File: src/hdl/cjkd_pkg.sv
// ----------------------------------------------------------------------------
// cjkd_pkg: shared types and constants for the CJK string literal detector
// Item structs for both channels, byte class flags and the CJK range check.
// ----------------------------------------------------------------------------
package cjkd_pkg;

    // input item: one source byte and its end-of-file mark
    typedef struct packed {
        logic [7:0] text_byte;
        logic       last_byte;
    } t_in_item;

    // result item: verdict and sub-flags
    typedef struct packed {
        logic cjk_found;
        logic utf8_valid;
        logic lead_seen;
    } t_out_item;

    // byte class flags worked out by the front end
    typedef struct packed {
        logic is_slash;
        logic is_star;
        logic is_squote;
        logic is_dquote;
        logic is_bslash;
        logic is_newline;
        logic is_e4e9;
    } t_byte_class;

    // entry of the queue between front and back
    typedef struct packed {
        logic [7:0]  text_byte;
        logic        last_byte;
        t_byte_class cls;
    } t_queue_item;

    // characters the lexer cares about
    localparam logic [7:0] CH_SLASH   = 8'h2F;
    localparam logic [7:0] CH_STAR    = 8'h2A;
    localparam logic [7:0] CH_SQUOTE  = 8'h27;
    localparam logic [7:0] CH_DQUOTE  = 8'h22;
    localparam logic [7:0] CH_BSLASH  = 8'h5C;
    localparam logic [7:0] CH_NEWLINE = 8'h0A;

    // window of lead bytes that is tracked on its own
    localparam logic [7:0] LEAD_LO = 8'hE4;
    localparam logic [7:0] LEAD_HI = 8'hE9;

    // code point ranges counted as CJK
    localparam logic [15:0] CJK_UNI_LO  = 16'h4E00;
    localparam logic [15:0] CJK_UNI_HI  = 16'h9FFF;
    localparam logic [15:0] CJK_EXTA_LO = 16'h3400;
    localparam logic [15:0] CJK_EXTA_HI = 16'h4DBF;
    localparam logic [15:0] CJK_COMP_LO = 16'hF900;
    localparam logic [15:0] CJK_COMP_HI = 16'hFAFF;
    localparam logic [15:0] CJK_FULL_LO = 16'hFF00;
    localparam logic [15:0] CJK_FULL_HI = 16'hFFEF;
    localparam logic [15:0] CJK_PUNC_LO = 16'h3000;
    localparam logic [15:0] CJK_PUNC_HI = 16'h303F;
    localparam logic [15:0] CJK_FORM_LO = 16'hFE30;
    localparam logic [15:0] CJK_FORM_HI = 16'hFE4F;

    // true when a 21-bit code point lies in one of the CJK ranges
    function automatic logic in_cjk(input logic [20:0] cp);
        logic [15:0] lo16;
        logic        bmp;
        lo16 = cp[15:0];
        bmp  = (cp[20:16] == 5'd0);
        return bmp && (
               (lo16 >= CJK_UNI_LO  && lo16 <= CJK_UNI_HI)
            || (lo16 >= CJK_EXTA_LO && lo16 <= CJK_EXTA_HI)
            || (lo16 >= CJK_COMP_LO && lo16 <= CJK_COMP_HI)
            || (lo16 >= CJK_FULL_LO && lo16 <= CJK_FULL_HI)
            || (lo16 >= CJK_PUNC_LO && lo16 <= CJK_PUNC_HI)
            || (lo16 >= CJK_FORM_LO && lo16 <= CJK_FORM_HI));
    endfunction

endpackage

File: src/hdl/cjkd_front.sv
// ----------------------------------------------------------------------------
// cjkd_front: input side of the detector
// Takes source bytes, tags them with class flags and writes the queue.
// ----------------------------------------------------------------------------
module cjkd_front (
    input  cjkd_pkg::t_in_item    i_item,
    input  logic                  i_push,
    input  logic                  i_q_full,
    output logic                  o_full,
    output logic                  o_q_wr,
    output cjkd_pkg::t_queue_item o_q_item
);
    import cjkd_pkg::*;

    t_byte_class w_cls;

    // byte classification
    always_comb begin
        w_cls.is_slash   = (i_item.text_byte == CH_SLASH);
        w_cls.is_star    = (i_item.text_byte == CH_STAR);
        w_cls.is_squote  = (i_item.text_byte == CH_SQUOTE);
        w_cls.is_dquote  = (i_item.text_byte == CH_DQUOTE);
        w_cls.is_bslash  = (i_item.text_byte == CH_BSLASH);
        w_cls.is_newline = (i_item.text_byte == CH_NEWLINE);
        w_cls.is_e4e9    = (i_item.text_byte >= LEAD_LO) && (i_item.text_byte <= LEAD_HI);
    end

    // transfer into the queue
    assign o_full             = i_q_full;
    assign o_q_wr             = i_push && !i_q_full;
    assign o_q_item.text_byte = i_item.text_byte;
    assign o_q_item.last_byte = i_item.last_byte;
    assign o_q_item.cls       = w_cls;

endmodule

File: src/hdl/cjkd_queue.sv
// ----------------------------------------------------------------------------
// cjkd_queue: short queue between front and back
// Circular buffer of classified bytes with a fill count.
// ----------------------------------------------------------------------------
module cjkd_queue #(
    parameter int DEPTH = 4
) (
    input  logic                  i_clk,
    input  logic                  i_rst_n,
    input  logic                  i_wr,
    input  cjkd_pkg::t_queue_item i_wr_item,
    input  logic                  i_rd,
    output logic                  o_full,
    output logic                  o_valid,
    output cjkd_pkg::t_queue_item o_rd_item
);
    import cjkd_pkg::*;

    localparam int PW = (DEPTH > 1) ? $clog2(DEPTH) : 1;
    localparam int CW = $clog2(DEPTH + 1);
    localparam logic [PW-1:0] LAST_PTR = PW'(DEPTH - 1);
    localparam logic [CW-1:0] FULL_CNT = CW'(DEPTH);

    t_queue_item   r_mem [DEPTH];
    logic [PW-1:0] r_wr_ptr;
    logic [PW-1:0] r_rd_ptr;
    logic [CW-1:0] r_cnt;
    logic          w_wr;
    logic          w_rd;

    assign o_full    = (r_cnt == FULL_CNT);
    assign o_valid   = (r_cnt != '0);
    assign o_rd_item = r_mem[r_rd_ptr];
    assign w_wr      = i_wr && !o_full;
    assign w_rd      = i_rd && o_valid;

    // storage
    always_ff @(posedge i_clk) begin
        if (w_wr) begin
            r_mem[r_wr_ptr] <= i_wr_item;
        end
    end

    // pointers and fill count
    always_ff @(posedge i_clk) begin
        if (!i_rst_n) begin
            r_wr_ptr <= '0;
            r_rd_ptr <= '0;
            r_cnt    <= '0;
        end else begin
            if (w_wr) begin
                r_wr_ptr <= (r_wr_ptr == LAST_PTR) ? '0 : r_wr_ptr + 1'b1;
            end
            if (w_rd) begin
                r_rd_ptr <= (r_rd_ptr == LAST_PTR) ? '0 : r_rd_ptr + 1'b1;
            end
            if (w_wr && !w_rd) begin
                r_cnt <= r_cnt + 1'b1;
            end else if (w_rd && !w_wr) begin
                r_cnt <= r_cnt - 1'b1;
            end
        end
    end

`ifndef NO_ASSERTIONS
    // fill count never passes the depth
    a_cnt_bound: assert property (@(posedge i_clk) disable iff (!i_rst_n)
        r_cnt <= FULL_CNT) else $error("queue count over depth");

    // a write into a full queue with no read leaves the count at full
    a_full_hold: assert property (@(posedge i_clk) disable iff (!i_rst_n)
        (o_full && !i_rd) |=> o_full) else $error("full queue lost an entry");

    // a read with no write from a single entry drains the queue
    a_drain: assert property (@(posedge i_clk) disable iff (!i_rst_n)
        (r_cnt == CW'(1) && i_rd && !i_wr) |=> !o_valid)
        else $error("queue did not drain");
`endif

endmodule

File: src/hdl/cjkd_back.sv
// ----------------------------------------------------------------------------
// cjkd_back: lexer, UTF-8 decoder and validator
// Runs one queued byte a cycle while the output queue has room, and holds verdicts in a two-entry output queue.
// ----------------------------------------------------------------------------
module cjkd_back (
    input  logic                  i_clk,
    input  logic                  i_rst_n,
    input  logic                  i_q_valid,
    input  cjkd_pkg::t_queue_item i_q_item,
    output logic                  o_q_rd,
    input  logic                  i_pop,
    output logic                  o_empty,
    output cjkd_pkg::t_out_item   o_out_item
);
    import cjkd_pkg::*;

    typedef enum logic [2:0] {
        LM_CODE,
        LM_LINE,
        LM_BLOCK,
        LM_CHAR,
        LM_STR
    } t_lex_mode;

    typedef enum logic [2:0] {
        V_LEAD,
        V_C1,
        V_C2,
        V_C3,
        V_E0,
        V_ED,
        V_F0,
        V_F4
    } t_vstate;

    // lexer and validator state
    t_lex_mode   r_lex_mode,  n_lex_mode;
    logic        r_escape,    n_escape;
    logic        r_slash,     n_slash;
    logic        r_star,      n_star;
    logic [20:0] r_acc,       n_acc;
    logic [1:0]  r_cont,      n_cont;
    logic        r_cjk,       n_cjk;
    logic        r_lead,      n_lead;
    t_vstate     r_vstate,    n_vstate;
    logic        r_err,       n_err;

    // output queue
    t_out_item   r_out0, r_out1;
    logic [1:0]  r_out_cnt;

    logic        w_step;
    logic        w_result;
    logic        w_pop;
    t_out_item   w_res;
    logic [7:0]  w_b;
    t_byte_class w_c;
    logic [7:0]  w_lo;
    logic [7:0]  w_hi;
    t_vstate     w_vnext;
    logic        w_vcont;
    logic        w_valid;

    assign w_b     = i_q_item.text_byte;
    assign w_c     = i_q_item.cls;
    assign w_step  = i_q_valid && (r_out_cnt != 2'd2);
    assign o_q_rd  = w_step;
    assign w_pop   = i_pop && (r_out_cnt != 2'd0);
    assign o_empty = (r_out_cnt == 2'd0);
    assign o_out_item = r_out0;

    // next state of validator and lexer
    always_comb begin
        n_lex_mode = r_lex_mode;
        n_escape   = r_escape;
        n_slash    = r_slash;
        n_star     = r_star;
        n_acc      = r_acc;
        n_cont     = r_cont;
        n_cjk      = r_cjk;
        n_lead     = r_lead || w_c.is_e4e9;
        n_vstate   = r_vstate;
        n_err      = r_err;
        w_lo       = 8'h80;
        w_hi       = 8'hBF;
        w_vnext    = V_LEAD;
        w_vcont    = 1'b0;

        // well-formedness check
        if (!r_err) begin
            case (r_vstate)
                V_LEAD: begin
                    case (w_b) inside
                        [8'h00:8'h7F]: ;
                        [8'hC2:8'hDF]: n_vstate = V_C1;
                        8'hE0:         n_vstate = V_E0;
                        8'hED:         n_vstate = V_ED;
                        [8'hE1:8'hEF]: n_vstate = V_C2;
                        8'hF0:         n_vstate = V_F0;
                        [8'hF1:8'hF3]: n_vstate = V_C3;
                        8'hF4:         n_vstate = V_F4;
                        default:       n_err    = 1'b1;
                    endcase
                end
                V_C1: begin w_vcont = 1'b1; w_vnext = V_LEAD; end
                V_C2: begin w_vcont = 1'b1; w_vnext = V_C1;   end
                V_C3: begin w_vcont = 1'b1; w_vnext = V_C2;   end
                V_E0: begin w_vcont = 1'b1; w_lo = 8'hA0; w_vnext = V_C1; end
                V_ED: begin w_vcont = 1'b1; w_hi = 8'h9F; w_vnext = V_C1; end
                V_F0: begin w_vcont = 1'b1; w_lo = 8'h90; w_vnext = V_C2; end
                V_F4: begin w_vcont = 1'b1; w_hi = 8'h8F; w_vnext = V_C2; end
                default: n_err = 1'b1;
            endcase
            if (w_vcont) begin
                if (w_b < w_lo || w_b > w_hi) begin
                    n_err = 1'b1;
                end else begin
                    n_vstate = w_vnext;
                end
            end
        end

        // lexer context
        case (r_lex_mode)
            LM_LINE: begin
                if (w_c.is_newline) n_lex_mode = LM_CODE;
            end
            LM_BLOCK: begin
                if (r_star && w_c.is_slash) begin
                    n_lex_mode = LM_CODE;
                    n_star     = 1'b0;
                end else begin
                    n_star = w_c.is_star;
                end
            end
            LM_CHAR: begin
                if (r_escape) begin
                    n_escape = 1'b0;
                end else if (w_c.is_bslash) begin
                    n_escape = 1'b1;
                end else if (w_c.is_squote) begin
                    n_lex_mode = LM_CODE;
                end
            end
            LM_STR: begin
                if (r_cont != 2'd0) begin
                    n_acc  = {r_acc[14:0], w_b[5:0]};
                    n_cont = r_cont - 2'd1;
                    if (r_cont == 2'd1 && in_cjk(n_acc)) n_cjk = 1'b1;
                end else if (r_escape) begin
                    n_escape = 1'b0;
                end else if (w_c.is_bslash) begin
                    n_escape = 1'b1;
                end else if (w_c.is_dquote) begin
                    n_lex_mode = LM_CODE;
                end else if (w_b[7] && !r_cjk) begin
                    // lead byte starts a sequence
                    if (w_b[7:5] == 3'b110) begin
                        n_acc  = {16'd0, w_b[4:0]};
                        n_cont = 2'd1;
                    end else if (w_b[7:4] == 4'b1110) begin
                        n_acc  = {17'd0, w_b[3:0]};
                        n_cont = 2'd2;
                    end else if (w_b[7:3] == 5'b11110) begin
                        n_acc  = {18'd0, w_b[2:0]};
                        n_cont = 2'd3;
                    end
                end
            end
            default: begin
                // code, with a held slash deciding on comments
                n_lex_mode = LM_CODE;
                if (r_slash && w_c.is_slash) begin
                    n_slash    = 1'b0;
                    n_lex_mode = LM_LINE;
                end else if (r_slash && w_c.is_star) begin
                    n_slash    = 1'b0;
                    n_lex_mode = LM_BLOCK;
                    n_star     = 1'b0;
                end else begin
                    n_slash = w_c.is_slash;
                    if (w_c.is_squote) begin
                        n_lex_mode = LM_CHAR;
                        n_escape   = 1'b0;
                    end else if (w_c.is_dquote) begin
                        n_lex_mode = LM_STR;
                        n_escape   = 1'b0;
                        n_cont     = 2'd0;
                    end
                end
            end
        endcase

        // verdict on the last byte
        w_valid          = !n_err && (n_vstate == V_LEAD);
        w_res.utf8_valid = w_valid;
        w_res.lead_seen  = n_lead;
        w_res.cjk_found  = w_valid && n_lead && n_cjk;
        w_result         = w_step && i_q_item.last_byte;
    end

    // context registers, cleared after the last byte
    always_ff @(posedge i_clk) begin
        if (!i_rst_n || w_result) begin
            r_lex_mode <= LM_CODE;
            r_escape   <= 1'b0;
            r_slash    <= 1'b0;
            r_star     <= 1'b0;
            r_acc      <= '0;
            r_cont     <= '0;
            r_cjk      <= 1'b0;
            r_lead     <= 1'b0;
            r_vstate   <= V_LEAD;
            r_err      <= 1'b0;
        end else if (w_step) begin
            r_lex_mode <= n_lex_mode;
            r_escape   <= n_escape;
            r_slash    <= n_slash;
            r_star     <= n_star;
            r_acc      <= n_acc;
            r_cont     <= n_cont;
            r_cjk      <= n_cjk;
            r_lead     <= n_lead;
            r_vstate   <= n_vstate;
            r_err      <= n_err;
        end
    end

    // output queue count
    always_ff @(posedge i_clk) begin
        if (!i_rst_n) begin
            r_out_cnt <= 2'd0;
        end else if (w_result && !w_pop) begin
            r_out_cnt <= r_out_cnt + 2'd1;
        end else if (w_pop && !w_result) begin
            r_out_cnt <= r_out_cnt - 2'd1;
        end
    end

    // output queue slots
    always_ff @(posedge i_clk) begin
        if (w_pop) begin
            if (w_result && r_out_cnt == 2'd1) begin
                r_out0 <= w_res;
            end else begin
                r_out0 <= r_out1;
            end
            if (w_result) r_out1 <= w_res;
        end else if (w_result) begin
            if (r_out_cnt == 2'd0) begin
                r_out0 <= w_res;
            end else begin
                r_out1 <= w_res;
            end
        end
    end

`ifndef NO_ASSERTIONS
    // output queue holds at most two verdicts
    a_out_bound: assert property (@(posedge i_clk) disable iff (!i_rst_n)
        r_out_cnt != 2'd3) else $error("output queue overflow");

    // after a verdict the context is back at its start
    a_clear: assert property (@(posedge i_clk) disable iff (!i_rst_n)
        w_result |=> (r_lex_mode == LM_CODE && !r_err && r_vstate == V_LEAD && !r_cjk))
        else $error("context not cleared after last byte");

    // a found verdict implies the other two flags
    a_found: assert property (@(posedge i_clk) disable iff (!i_rst_n)
        (!o_empty && o_out_item.cjk_found) |-> (o_out_item.utf8_valid && o_out_item.lead_seen))
        else $error("inconsistent verdict");

    // decoding only goes on inside string literals
    a_cont_str: assert property (@(posedge i_clk) disable iff (!i_rst_n)
        (r_cont != 2'd0) |-> (r_lex_mode == LM_STR))
        else $error("pending continuation outside a string");
`endif

endmodule

File: src/hdl/cjk_in_c_string_literal_detector_core.sv
// Result path: a last byte passes through the front/back queue, and its verdict is registered in the output queue.
// Throughput: one byte per cycle; the back end retires one queued byte each cycle unless two verdicts wait unpopped.
// Input stalls only when the front/back queue (QUEUE_DEPTH entries) is full,
// which happens when two verdicts wait unpopped in the output queue.
// Reset: synchronous active low; clears lexer, validator, queue pointers and counts.
// ----------------------------------------------------------------------------
// cjk_in_c_string_literal_detector_core: CJK-in-string-literal detector
// Front end classifies source bytes, back end lexes, decodes and validates.
// ----------------------------------------------------------------------------
module cjk_in_c_string_literal_detector_core #(
    parameter int QUEUE_DEPTH = 4
) (
    input  logic                i_clk,
    input  logic                i_rst_n,
    input  cjkd_pkg::t_in_item  i_in_item,
    input  logic                push,
    output logic                full,
    output cjkd_pkg::t_out_item o_out_item,
    output logic                empty,
    input  logic                pop
);
    import cjkd_pkg::*;

    logic        w_q_wr;
    logic        w_q_full;
    logic        w_q_valid;
    logic        w_q_rd;
    t_queue_item w_wr_item;
    t_queue_item w_rd_item;

    // classification and input transfer
    cjkd_front u_front (
        .i_item   (i_in_item),
        .i_push   (push),
        .i_q_full (w_q_full),
        .o_full   (full),
        .o_q_wr   (w_q_wr),
        .o_q_item (w_wr_item)
    );

    // decoupling queue
    cjkd_queue #(
        .DEPTH (QUEUE_DEPTH)
    ) u_queue (
        .i_clk     (i_clk),
        .i_rst_n   (i_rst_n),
        .i_wr      (w_q_wr),
        .i_wr_item (w_wr_item),
        .i_rd      (w_q_rd),
        .o_full    (w_q_full),
        .o_valid   (w_q_valid),
        .o_rd_item (w_rd_item)
    );

    // lexer, decoder and verdict
    cjkd_back u_back (
        .i_clk      (i_clk),
        .i_rst_n    (i_rst_n),
        .i_q_valid  (w_q_valid),
        .i_q_item   (w_rd_item),
        .o_q_rd     (w_q_rd),
        .i_pop      (pop),
        .o_empty    (empty),
        .o_out_item (o_out_item)
    );

endmodule

File: config.mk
export PLATFORM = sky130hd
export DESIGN_NAME = cjk_in_c_string_literal_detector_core
export DESIGN_NICKNAME = d
export VERILOG_FILES = /design/src/hdl/cjkd_pkg.sv /design/src/hdl/cjkd_front.sv /design/src/hdl/cjkd_queue.sv /design/src/hdl/cjkd_back.sv /design/src/hdl/cjk_in_c_string_literal_detector_core.sv
export SDC_FILE = /design/constraint.sdc
export NUM_CORES = 1
export LEC_CHECK = 0
export BUFFER_PORTS_ARGS = -buffer_cell sky130_fd_sc_hd__buf_2
export CAP_MARGIN = 10
export CORE_MARGIN = 2
export CORE_UTILIZATION = 55
export DETAILED_ROUTE_END_ITERATION = 16
export GPL_TIMING_DRIVEN = 0
export HOLD_SLACK_MARGIN = 0.08
export PLACE_DENSITY_LB_ADDON = 0.08
export SETUP_SLACK_MARGIN = 0.4
export SYNTH_ARGS = -nofsm -noshare
export SYNTH_HDL_FRONTEND = slang
export SYNTH_SLANG_ARGS = --single-unit
File: constraint.sdc
create_clock -name i_clk -period 5.3 [get_ports i_clk]
set_clock_uncertainty 0.1 [all_clocks]
set_input_delay 0.265 -clock i_clk [delete_from_list [all_inputs] [get_ports i_clk]]
set_output_delay 0.265 -clock i_clk [all_outputs]
set_load 0.02 [all_outputs]
==> summary.md <==
| Metric | Value |
|---|---|
| Synth Area in Adders | `3.494%` |
| First-pass GRT wire length | `17160 um` |
| Tot GR Track Use | `21.39%` |
| Final slew viol count | `0` |
| Xor and xnor area share after synthesis | `0.8377%` |
| Syn_area_per_cell | `11.77 um^2` |
| Top FF cell, synth | `edfxtp_1` |
| Final setup fails | `0` |
| Inst Count DP | `590` |
| # clock sinks | `110` |
| CTS Root Cell | `clkbuf_8` |
| CP max stage delay | `0.61 ns` |
| Power Total | `2.771 mW` |
| Final core utilization | `about 62%` |
| Compound-Gate Fraction of Synth Area | `about 11%` |
| Core ar. | `9240 um^2` |
| Area delta synth->final | `9.598%` |
| Rows | `35` |
| CTS buffer count | `9` |
| Final Hold Fails | `0` |
| Worst setup SP type | `flip-flop` |
| PwrDens | `between 400 and 500 nW/um^2` |
| Port bufs | `17` |
| Status | `complete, no violations` |
| Initial antenna violation count | `0` |
| Pint | `~1.7 mW` |
| Nets@finish | `506` |
| Hpwl dp | `6900 um` |
| I/O pin cnt | `18` |
| Critical Path Sink Type | `flip-flop` |
| Synth warn | `0` |
| Main combinational cell family by area after synthesis | `simple AND/OR/NAND/NOR gates` |
| Via Count | `between 3k and 4k` |
| Syn Inst Count | `roughly 440` |
| Max_slew headroom | `21.23%` |
| Req. time, crit path | `5.39 ns` |
| Sw Share | `38.59%` |
| Fmax | `approximately 0.26 GHz` |
| Static leakage power | `~2.0 nW` |
| Max cap viols | `0` |
| CTS tree | `yes` |
| Sw power | `1.069 mW` |
| Synthesized Nets | `about 470` |
| Cell family with most CP delay | `compound AO/OA/AOI/OAI gates` |
| Share of Yosys cell area claimed by the top area cell type | `40.21%` |
| Least-Margin Pin Slew | `1.173 ns` |
| Crit share post-route | `71.89%` |
| Final Non-Filler Cells | `613` |
| Clk pwr share | `17.5%` |
| Via density per instance | `5.777` |
| Share of flip-flops with an asynchronous set or reset | `0%` |
| Hold Path Class | `in2reg` |
| Vias in the first global route | `3475` |
| Crit path DAT | `3.90 ns` |
| Area contributors post-synth | `edfxtp_1, dfxtp_1, mux4_2` |
| Ratio of cells with drive above 1 in the final layout | `12.81%` |
| Comb pwr share | `42.8%` |
| Crit path max fanout | `10` |
| CP max-delay cell | `mux4_2` |
| Grt total ovfl | `0` |
| Fill count | `approximately 750` |
| ANT nets after route | `0` |
| Post-synth EDFFs | `70` |
| Initial DRC count | `134` |
| Largest net degree at the start of global routing | `21` |
| Clock latency on the worst-skew pair | `0.38 ns` |
| Crit Path Class | `reg2reg` |
| Buf+Inv Stages, Crit Path | `2` |
| Post-Synthesis Cell Area | `5228 um^2` |
| Synth Area in Simple Gates | `about 17%` |
| Seq pwr share | `39.7%` |
| Number of post-CTS setup repair buffers | `0` |
| CTS HTree Levels | `3` |
| Die width | `slightly above 100 um` |
| Unrepaired setup endpoints after global routing | `no` |
| CTS clock-pin slew for the worst setup and hold paths | `0.12 ns` |
| Period minus WS final | `3.810 ns` |
| Peak supply drop | `0.2161 mV` |
| GPL Wtd Cong | `0.8313` |
| Drt wl/cell | `16.24 um` |
| Starting Density | `a little under three fifths` |
| Routed Wire Length | `about 10000 um` |
| Die height | `101.5 um` |
| Sequential cell area fraction in the yosys report | `55.53%` |
| Antenna diode count | `0` |
| Longest Clk Path Bufs | `2` |
| Crit-path cells | `buf_6, mux4_2, clkbuf_1, ha_1, nand3_1, o22ai_1, a31oi_1, o31ai_1, o311ai_1, or4b_4, o41ai_2` |
| Number of unique standard cell types used by synthesis | `63` |
| DRT Pass-1 Iters | `4` |
| Multiplexer share of the synthesized area | `about a tenth` |
| Area leader, netlist | `edfxtp_1` |
| Hold Slack | `between 0.1 and 0.15 ns` |
| Drt drc | `0` |
| Synth Register Bits | `110` |
| Final TNS setup | `0 ns` |
| Total die area | `10300 um^2` |
cell usage after synthesis, drive strengths merged (2+ instances only):
| cell | n |
|---|---|
| a2111oi | 3 |
| a211oi | 6 |
| a21boi | 4 |
| a21oi | 20 |
| a22oi | 11 |
| a311oi | 2 |
| a31oi | 3 |
| and2 | 12 |
| and3 | 3 |
| buf | 5 |
| clkbuf | 13 |
| dfxtp | 40 |
| edfxtp | 70 |
| ha | 13 |
| inv | 14 |
| mux2 | 2 |
| mux2i | 9 |
| mux4 | 16 |
| nand2 | 28 |
| nand2b | 7 |
| nand3 | 9 |
| nand3b | 4 |
| nor2 | 56 |
| nor2b | 7 |
| nor3 | 11 |
| nor3b | 4 |
| nor4 | 8 |
| o211ai | 2 |
| o21ai | 15 |
| o22ai | 2 |
| o311ai | 2 |
| o31ai | 3 |
| o41ai | 3 |
| or2 | 5 |
| or3 | 9 |
| or4 | 3 |
| or4b | 3 |
| xnor2 | 3 |
| xor2 | 2 |
cells in the final DEF, fill, tap and decap left out, drive strengths merged, types with 11 or more instances in the layout:
cell    count
ha         13
a21oi      20
o21ai      15
nor3       11
and2       12
nor2       56
clkbuf     23
a22oi      11
buf        22
nand2      28
dfxtp      40
edfxtp     70
mux4       16
inv        19
power groups by stage:
stage	Sequential, mW	Clock [mW]	Combinational (mW)
floorplan	1.12	0	0.909
global placement	1.12	0	1.16
detailed placement	1.12	0	1.18
CTS	1.10	0.499	1.19
global route	1.11	0.533	1.34
finish	1.10	0.486	1.18
per-layer routing:
metal / routed length (um) / global-route usage, % / part of all wire [%]
met5: 0 / 0 / 0
met1: 4561 / 29.08 / 46
met2: 4970 / 35.81 / 50
met4: 71 / 4.470 / 0.71
met3: 352 / 4.624 / 3.5
per-stage QoR:
stage               cell area, um^2  worst slack (ns)
global route                   5729             1.166
CTS                            5729             1.489
finish                         5729             1.490
detailed placement             5474             1.497
floorplan                      5228             1.883
global placement               5474             1.512
logic make-up after synthesis:
logic type,count (synthesis)
buf+inv,32
mux,27
compound gates,83
fa+ha+maj,14
flops,110
simple gates,173
xor+xnor,5
worst register-to-register path: cells and delay by family (launching register included):
family	cells	cell delay, ns
muxes	1	0.62
adders and majority gates	1	0.38
buffers and inverters	2	0.45
and+or+nand+nor	2	0.66
AOI/OAI and AO/OA	5	1.12
DFF	1	0.33
flip-flops by register name, summed over array words and instances (netlist names), 2 cells and up, named ones only:
signal / count
u_back.o_out_item: 3
u_back.r_cont: 2
u_back.r_lex_mode: 3
u_queue.r_mem: 64
u_back.r_out1: 3
u_back.r_acc: 15
u_queue.r_wr_ptr: 2
u_queue.r_cnt: 3
u_queue.r_rd_ptr: 2
u_back.r_vstate: 3
u_back.r_out_cnt: 2
what timing repair did:
action                                 CTS  global route
hold buffers                             7             0
gates resized for setup                  0             0
endpoints found under the hold margin   28             0
setup endpoints to repair                0             0
final timing paths:
check | start | to | slack, ns | cells past startpoint
setup / recovery | flip-flop | u_back.o_out_item[2]$_DFFE_PP_ | 1.49 | 11
hold / removal | i_in_item[3] | u_queue.r_mem[3][10]$_DFFE_PP_ | 0.12 | 1
setup reg to reg | flip-flop | u_back.o_out_item[2]$_DFFE_PP_ | 1.49 | 11
hold reg to reg | u_back.r_escape$_SDFFE_PP0P_ | u_back.r_escape$_SDFFE_PP0P_ | 0.39 | 2
final cells by class:
cell class                      count  area [um^2]  area share (%)
Tap cell                          129        161.4           2.817
Sequential cell                   110         2903           50.67
Clock inverter                      6        57.56           1.005
Buffer                             18        85.08           1.485
Clock buffer                       10        127.6           2.228
Multi-Input combinational cell    302         2187           38.17
Timing Repair Buffer               24        155.1           2.708
Inverter                           14        52.55          0.9172
Power figures use the tool's default switching activity.
